File: config.mk
export PLATFORM = sky130hd
export DESIGN_NAME = rsc_datapath
export DESIGN_NICKNAME = d
export VERILOG_FILES = /design/src/rsc_pkg.sv /design/src/rsc_datapath.sv
export SDC_FILE = /design/constraint.sdc
export NUM_CORES = 2
export LEC_CHECK = 0
export ABC_AREA = 1
export BUFFER_PORTS_ARGS = -buffer_cell sky130_fd_sc_hd__buf_2
export CELL_PAD_IN_SITES_DETAIL_PLACEMENT = 0
export CELL_PAD_IN_SITES_GLOBAL_PLACEMENT = 1
export CORE_ASPECT_RATIO = 1.5
export CORE_MARGIN = 8
export CORE_UTILIZATION = 50
export DETAILED_ROUTE_END_ITERATION = 6
export PLACE_DENSITY_LB_ADDON = 0.05
export SLEW_MARGIN = 20
export SYNTH_ARGS = -nofsm -noshare
export SYNTH_HDL_FRONTEND = slang
export SYNTH_SLANG_ARGS = --single-unit
export TNS_END_PERCENT = 10
File: constraint.sdc
create_clock -name clk_i -period 25 [get_ports clk_i]
set_input_delay 5 -clock clk_i [delete_from_list [all_inputs] [get_ports clk_i]]
set_output_delay 5 -clock clk_i [all_outputs]
set_load 0.02 [all_outputs]
File: src/rsc_pkg.sv
// Shared constants, types and command structures for the reward statistics unit.
`default_nettype none
package rsc_pkg;

  localparam int unsigned REWARD_W   = 24;
  localparam int unsigned COUNT_W    = 16;
  localparam int unsigned SUM_W      = 40;
  localparam int unsigned SQSUM_W    = 63;
  localparam int unsigned STD_W      = 23;
  localparam int unsigned WIN_W      = 8;
  localparam int unsigned THR_W      = 48;
  localparam int unsigned OUT_W      = 112;

  localparam int unsigned HIST_DEPTH = 128;
  localparam int unsigned HIST_AW    = $clog2(HIST_DEPTH);
  localparam int unsigned WEFF_W     = $clog2(HIST_DEPTH + 1);
  localparam int unsigned SQV_W      = 2 * REWARD_W - 1;
  localparam int unsigned WSUM_W     = REWARD_W + WEFF_W;
  localparam int unsigned WSQ_W      = 2 * REWARD_W - 2 + WEFF_W;
  localparam int unsigned CMP_W      = THR_W + 2 * WEFF_W;

  localparam int unsigned MPLIER_W   = SUM_W;
  localparam int unsigned PROD_W     = 2 * SUM_W;
  localparam int unsigned ROOT_W     = PROD_W / 2;
  localparam int unsigned DIVD_W     = ROOT_W + 1;

  localparam int unsigned MULP_STEPS = COUNT_W;
  localparam int unsigned MULD_STEPS = MPLIER_W;
  localparam int unsigned SQRT_STEPS = ROOT_W;
  localparam int unsigned DIV_STEPS  = DIVD_W;
  localparam int unsigned STEP_W     = 6;

  localparam logic [COUNT_W-1:0]  COUNT_MAX  = '1;
  localparam logic [REWARD_W-1:0] REWARD_MIN = {1'b1, {(REWARD_W-1){1'b0}}};
  localparam logic [REWARD_W-1:0] REWARD_MAX = {1'b0, {(REWARD_W-1){1'b1}}};

  localparam int unsigned CFG_IDX_W = 1;
  localparam logic [CFG_IDX_W-1:0] CFG_WINDOW_LENGTH      = 1'b0;
  localparam logic [CFG_IDX_W-1:0] CFG_VARIANCE_THRESHOLD = 1'b1;
  localparam logic [WIN_W-1:0] WINDOW_RESET    = 8'd100;
  localparam logic [THR_W-1:0] THRESHOLD_RESET = 48'd167772;

  localparam logic MUL_SEL_P    = 1'b0;
  localparam logic MUL_SEL_D    = 1'b1;
  localparam logic DIV_SEL_STD  = 1'b0;
  localparam logic DIV_SEL_MEAN = 1'b1;

  typedef enum logic [2:0] {
    S_IDLE, S_UPD, S_MULP, S_MULD, S_SQRT, S_DIVS, S_DIVM, S_FIN
  } rsc_state_e;

  typedef struct packed {
    logic accept;
    logic upd;
    logic walk_start;
    logic mul_load;
    logic mul_sel;
    logic mul_step;
    logic save_p;
    logic sqrt_load;
    logic sqrt_step;
    logic div_load;
    logic div_sel;
    logic div_step;
    logic save_std;
    logic load_out;
  } rsc_cmd_t;

  typedef struct packed {
    logic walk_done;
  } rsc_stat_t;

endpackage
`default_nettype wire

File: src/rsc_datapath.sv
// Running statistics registers, shift-add multiplier, square root and divider.
`default_nettype none
module rsc_datapath (
  input  wire logic                             clk_i,
  input  wire logic                             rst_ni,
  input  wire rsc_pkg::rsc_cmd_t                cmd_i,
  input  wire logic [rsc_pkg::REWARD_W-1:0]     reward_in_i,
  input  wire logic                             converged_i,
  output logic signed [rsc_pkg::REWARD_W-1:0]   reward_o,
  output logic [rsc_pkg::COUNT_W-1:0]           count_o,
  output logic [rsc_pkg::OUT_W-1:0]             out_data_o
);

  logic [rsc_pkg::COUNT_W-1:0]         cnt_q;
  logic signed [rsc_pkg::REWARD_W-1:0] best_q, worst_q, rew_q;
  logic signed [rsc_pkg::SUM_W-1:0]    sum_q;
  logic [rsc_pkg::SQSUM_W-1:0]         sq_q;
  logic signed [2*rsc_pkg::REWARD_W-1:0] rsq;
  logic [rsc_pkg::SUM_W-1:0]           smag;

  logic [rsc_pkg::PROD_W-1:0]   mcand_q, acc_q, p_q, x_q, d_val;
  logic [rsc_pkg::MPLIER_W-1:0] mplier_q;
  logic [rsc_pkg::ROOT_W+1:0]   srem_q, srem_nx, trial;
  logic [rsc_pkg::ROOT_W-1:0]   root_q;
  logic [rsc_pkg::COUNT_W-1:0]  drem_q;
  logic [rsc_pkg::COUNT_W:0]    dtry, ddif;
  logic [rsc_pkg::DIVD_W-1:0]   quo_q;
  logic [rsc_pkg::STD_W-1:0]    std_q;
  logic [rsc_pkg::REWARD_W-1:0] mq, mean;
  logic [rsc_pkg::OUT_W-1:0]    out_q;

  assign rsq   = rew_q * rew_q;
  assign smag  = sum_q[rsc_pkg::SUM_W-1] ? rsc_pkg::SUM_W'(-sum_q) : rsc_pkg::SUM_W'(sum_q);
  assign d_val = (p_q >= acc_q) ? p_q - acc_q : '0;
  assign srem_nx = {srem_q[rsc_pkg::ROOT_W-1:0], x_q[rsc_pkg::PROD_W-1 -: 2]};
  assign trial   = {root_q, 2'b01};
  assign dtry    = {drem_q, quo_q[rsc_pkg::DIVD_W-1]};
  assign ddif    = dtry - {1'b0, cnt_q};
  assign mq      = quo_q[rsc_pkg::REWARD_W-1:0];
  assign mean    = sum_q[rsc_pkg::SUM_W-1] ? -mq : mq;

  // Statistics state; sums freeze once the count saturates.
  always_ff @(posedge clk_i or negedge rst_ni) begin
    if (!rst_ni) begin
      cnt_q   <= '0;
      best_q  <= rsc_pkg::REWARD_MIN;
      worst_q <= rsc_pkg::REWARD_MAX;
      sum_q   <= '0;
      sq_q    <= '0;
    end else if (cmd_i.upd) begin
      if (rew_q > best_q)  best_q  <= rew_q;
      if (rew_q < worst_q) worst_q <= rew_q;
      if (cnt_q != rsc_pkg::COUNT_MAX) begin
        cnt_q <= cnt_q + rsc_pkg::COUNT_W'(1);
        sum_q <= sum_q + rsc_pkg::SUM_W'(rew_q);
        sq_q  <= sq_q + rsc_pkg::SQSUM_W'(rsq[rsc_pkg::SQV_W-1:0]);
      end
    end
  end

  always_ff @(posedge clk_i) begin
    if (cmd_i.accept) rew_q <= reward_in_i;

    if (cmd_i.save_p) p_q <= acc_q;
    if (cmd_i.mul_load) begin
      acc_q <= '0;
      if (cmd_i.mul_sel == rsc_pkg::MUL_SEL_P) begin
        mcand_q  <= rsc_pkg::PROD_W'(sq_q);
        mplier_q <= rsc_pkg::MPLIER_W'(cnt_q);
      end else begin
        mcand_q  <= rsc_pkg::PROD_W'(smag);
        mplier_q <= smag;
      end
    end else if (cmd_i.mul_step) begin
      if (mplier_q[0]) acc_q <= acc_q + mcand_q;
      mcand_q  <= mcand_q << 1;
      mplier_q <= mplier_q >> 1;
    end

    if (cmd_i.sqrt_load) begin
      x_q    <= d_val;
      srem_q <= '0;
      root_q <= '0;
    end else if (cmd_i.sqrt_step) begin
      x_q <= x_q << 2;
      if (srem_nx >= trial) begin
        srem_q <= srem_nx - trial;
        root_q <= {root_q[rsc_pkg::ROOT_W-2:0], 1'b1};
      end else begin
        srem_q <= srem_nx;
        root_q <= {root_q[rsc_pkg::ROOT_W-2:0], 1'b0};
      end
    end

    if (cmd_i.save_std) begin
      std_q <= (|quo_q[rsc_pkg::DIVD_W-1:rsc_pkg::STD_W]) ? '1 : quo_q[rsc_pkg::STD_W-1:0];
    end
    if (cmd_i.div_load) begin
      drem_q <= '0;
      quo_q  <= (cmd_i.div_sel == rsc_pkg::DIV_SEL_STD) ?
                rsc_pkg::DIVD_W'(root_q) : rsc_pkg::DIVD_W'(smag);
    end else if (cmd_i.div_step) begin
      if (!ddif[rsc_pkg::COUNT_W]) begin
        drem_q <= ddif[rsc_pkg::COUNT_W-1:0];
        quo_q  <= {quo_q[rsc_pkg::DIVD_W-2:0], 1'b1};
      end else begin
        drem_q <= dtry[rsc_pkg::COUNT_W-1:0];
        quo_q  <= {quo_q[rsc_pkg::DIVD_W-2:0], 1'b0};
      end
    end

    if (cmd_i.load_out) begin
      out_q <= {converged_i, std_q, mean, worst_q, best_q, cnt_q};
    end
  end

  assign reward_o   = rew_q;
  assign count_o    = cnt_q;
  assign out_data_o = out_q;

endmodule
`default_nettype wire

==> key figures <==
Run status
  – Status: complete, no violations

Drt
  – Routed wl met2: 141 mm
  – WL per Instance: 21.7 um
  – Vias per inst: 5.40
  – Max layer used: met5
  – Routed WL: 276 mm
  – 1st-iter DRT viols: 4395
  – Met1 wire length: 101 mm
  – Met3 wire length: 11.8 mm
  – Routed via count: 68.7k
  – First-pass DRT Iterations: 6
  – DRT antenna net count: 0
  – DRC Markers: 0

Global route
  – Total Routing Usage GR: 32.4%
  – Initial antenna violation count: 5
  – Largest net degree at the start of global routing: 107
  – Grt total ovfl: 0
  – Vias in the first global route: 71.3k
  – Global-route wire length before repair: 414 mm

Logic synthesis
  – Area leader, netlist: edfxtp_1
  – Synth warnings: 0
  – Syn Area/Cell: 7.39 um2
  – Gate Count Post-Synth: 10.5k
  – Post-Synthesis Cell Area: 0.0775 mm2
  – Post-synth cell types: 62
  – Main synth FF type: edfxtp_1
  – Fraction of registers with async set/reset: 20.3%
  – Yosys reg bits: 823
  – Syn_nets: 11.6k
  – Post-synth EDFFs: 480
  – Share of the synthesized area in the top cell type: 18.6%
  – Sequential share of the synthesized area: 28.6%
  – Top post-synthesis cells by area: edfxtp_1 (19%), fa_1 (14%), nand2_1 (14%)

Clock network
  – Clk sinks: 823
  – Num CTS Buffers: 86
  – Clock latency on the worst-skew pair: 0.74 ns
  – Root Driver: clkbuf_16
  – Worst-path clk slew: 0.07 ns
  – CTS Hold Bufs: 0
  – Post-CTS setup buffers: 0
  – CTS tree: yes
  – Worst-case clock buffer depth: 3
  – CTS H-tree depth: 3
  – Cts repair resizes: 0

Worst setup path
  – End of the worst register-to-register path: sq_q[50]$_DFFE_PN0P_
  – Max stage delay on crit path: 0.57 ns
  – Max FO, Critical Path: 32
  – Setup CP Type: register to register
  – Startpoint Class: register
  – Reg2reg path depth: 34
  – CP most frequent cell: fa_1
  – FF-to-FF Start: reward_o[23]$_DFFE_PP_
  – Required @ worst endpoint: 25.58 ns
  – Arrival time at the worst endpoint: 10.75 ns
  – Slowest cell on the critical path: fa_1
  – Critical path endpoint category: register
  – R2R setup slack: 14.83 ns
  – CP startpoint: reward_o[23]$_DFFE_PP_
  – Crit path to: sq_q[50]$_DFFE_PN0P_

STA
  – RSZ-0062 raised after global routing: no
  – Worst Tran Pin Value: 1.11 ns
  – Slew Limit Fails: 0
  – Tmin final: 10.17 ns
  – Final hold vios: 0
  – Fin Setup TNS: 0 ns
  – Period utilisation layout: 40.7%
  – Final setup fails: 0
  – Worst Setup Slack, final: 14.83 ns
  – Peak Freq: 98.3 MHz
  – Final setup skew: 0.0634 ns
  – Slew headroom: 26.1%

Cells and area
  – Filler Cell Count: 15.4k
  – Most frequent cells in the layout: nand2_1 (2854), inv_1 (2112), nor2_1 (779)
  – Post-route insts no fill: 12.7k
  – Share of cells above drive strength 1: 4.87%
  – Most common cell after layout, fill and taps aside: nand2_1
  – Syn-to-layout area delta: 7.99%
  – Fin nets: 11.7k
  – Final instance area: 0.0837 mm2

Placement
  – Gpl congestion: 1.05
  – DPL Wire Length: 228 mm
  – DP Area: 0.0805 mm2
  – Worst slack, placed: 15.00 ns
  – Inst Count DP: 12.6k
  – Port Buf Inserts: 191

Job
  – Max cap viols: 0

Die
  – Core box area: 0.155 mm2
  – Die X: 337 um
  – # rows: 177
  – Die area: 0.168 mm2
  – IO Count: 193
  – Die Y: 498 um
  – Initial Util: 50.1%

Min path
  – Worst min path class: register to register
## worst max-delay path, delay by kind of cell (launching register included)
family	cells	cell delay, ns
DFF	1	0.33
AOI/OAI and AO/OA	5	1.36
xor gates and xnor gates	1	0.23
buffers and inverters	7	1.61
and+or+nand+nor	12	1.96
adders and majority gates	9	4.48
## through the flow
| stage | hold WS (ns) | util, % |
|---|---|---|
| 5_1_grt | 0.427 | 54.1 |
| 3_5_place_dp | 0.405 | 52.1 |
| 6_report | 0.420 | 54.1 |
| 3_3_place_gp | 0.404 | 52.1 |
| 4_1_cts | 0.420 | 54.1 |
| 2_1_floorplan | 0.400 | - |
## per-layer routing
metal,track usage (%),vias up
met2,59.0,1973
li1,-,33300
met3,3.58,714
met5,0,-
met1,35.2,32700
met4,20.9,2
## cell type report
type	count	area [um2]	share of cell area [%]
inverters	2133	8020	9.58
well taps	2058	2570	3.08
clock inverters	55	782	0.935
repair buffers	251	1440	1.72
multi-input cells	7293	46400	55.4
clock buffers	106	2320	2.77
flip-flops and latches	823	22100	26.5
diodes	5	12.5	0.0150
## logic make-up after synthesis
| logic type | count (synthesis) | share of synthesized area (%) |
|---|---|---|
| DFF | 823 | 28.6 |
| muxes | 1 | 0.0129 |
| buffers and inverters | 2368 | 11.6 |
| xor gates and xnor gates | 294 | 3.32 |
| and+or+nand+nor | 4522 | 24.0 |
| AOI/OAI and AO/OA | 1419 | 10.0 |
| adders and majority gates | 1057 | 22.5 |
## sequential cells by signal (all words and copies together) (netlist names), 23 cells and up
| name | flops |
|---|---|
| reward_o | 24 |
| std_q | 23 |
| mplier_q | 40 |
| acc_q | 80 |
| worst_q | 24 |
| sq_q | 63 |
| out_data_o | 112 |
| p_q | 80 |
| sum_q | 40 |
| x_q | 80 |
| srem_q | 40 |
| mcand_q | 80 |
| best_q | 24 |
| quo_q | 41 |
| root_q | 40 |
## synthesized netlist by cell type, types with 4 or more instances
| cell type | number |
|---|---|
| o21bai_1 | 75 |
| o221ai_1 | 6 |
| o21ai_2 | 4 |
| a21oi_2 | 4 |
| dfrtp_1 | 143 |
| clkbuf_1 | 179 |
| xnor2_1 | 101 |
| o211ai_1 | 40 |
| and2_1 | 5 |
| inv_2 | 17 |
| a21oi_1 | 584 |
| inv_1 | 2112 |
| a31oi_1 | 43 |
| buf_1 | 22 |
| nand2_2 | 4 |
| xor2_1 | 193 |
| fa_1 | 558 |
| a22oi_1 | 5 |
| nor3_1 | 87 |
| edfxtp_1 | 480 |
| o21a_1 | 14 |
| nor3_2 | 4 |
| or2_2 | 35 |
| dfxtp_1 | 176 |
| nand3_1 | 498 |
| nor4_1 | 27 |
| nand4_1 | 170 |
| ha_1 | 499 |
| nand2_1 | 2855 |
| nor2_1 | 780 |
| nor2_4 | 4 |
| a21boi_0 | 16 |
| buf_4 | 7 |
| dfstp_2 | 24 |
| and3_1 | 4 |
| o21ai_1 | 70 |
| o22ai_1 | 45 |
| o21ai_0 | 469 |
| buf_2 | 24 |
| o31ai_1 | 4 |
| a21o_1 | 31 |
| nand3b_1 | 24 |
| nor2_2 | 9 |
## how the worst min path moves through the flow
| stage | start | end | slack [ns] | cells after the start |
|---|---|---|---|---|
| CTS | std_q[22]$_SDFFCE_PP1P_ | out_data_o[110]$_DFFE_PP_ | 0.42 | 0 |
| finish | std_q[22]$_SDFFCE_PP1P_ | out_data_o[110]$_DFFE_PP_ | 0.42 | 0 |
| global route | std_q[9]$_SDFFCE_PP1P_ | out_data_o[97]$_DFFE_PP_ | 0.43 | 0 |
| detailed placement | std_q[22]$_SDFFCE_PP1P_ | out_data_o[110]$_DFFE_PP_ | 0.40 | 0 |
| floorplan | std_q[12]$_SDFFCE_PP1P_ | out_data_o[100]$_DFFE_PP_ | 0.40 | 0 |
| global placement | std_q[20]$_SDFFCE_PP1P_ | out_data_o[108]$_DFFE_PP_ | 0.40 | 0 |
Power is left out: the tool's default activity adds up to more than one toggle a clock period on the data nets, which glitch-free logic cannot reach.
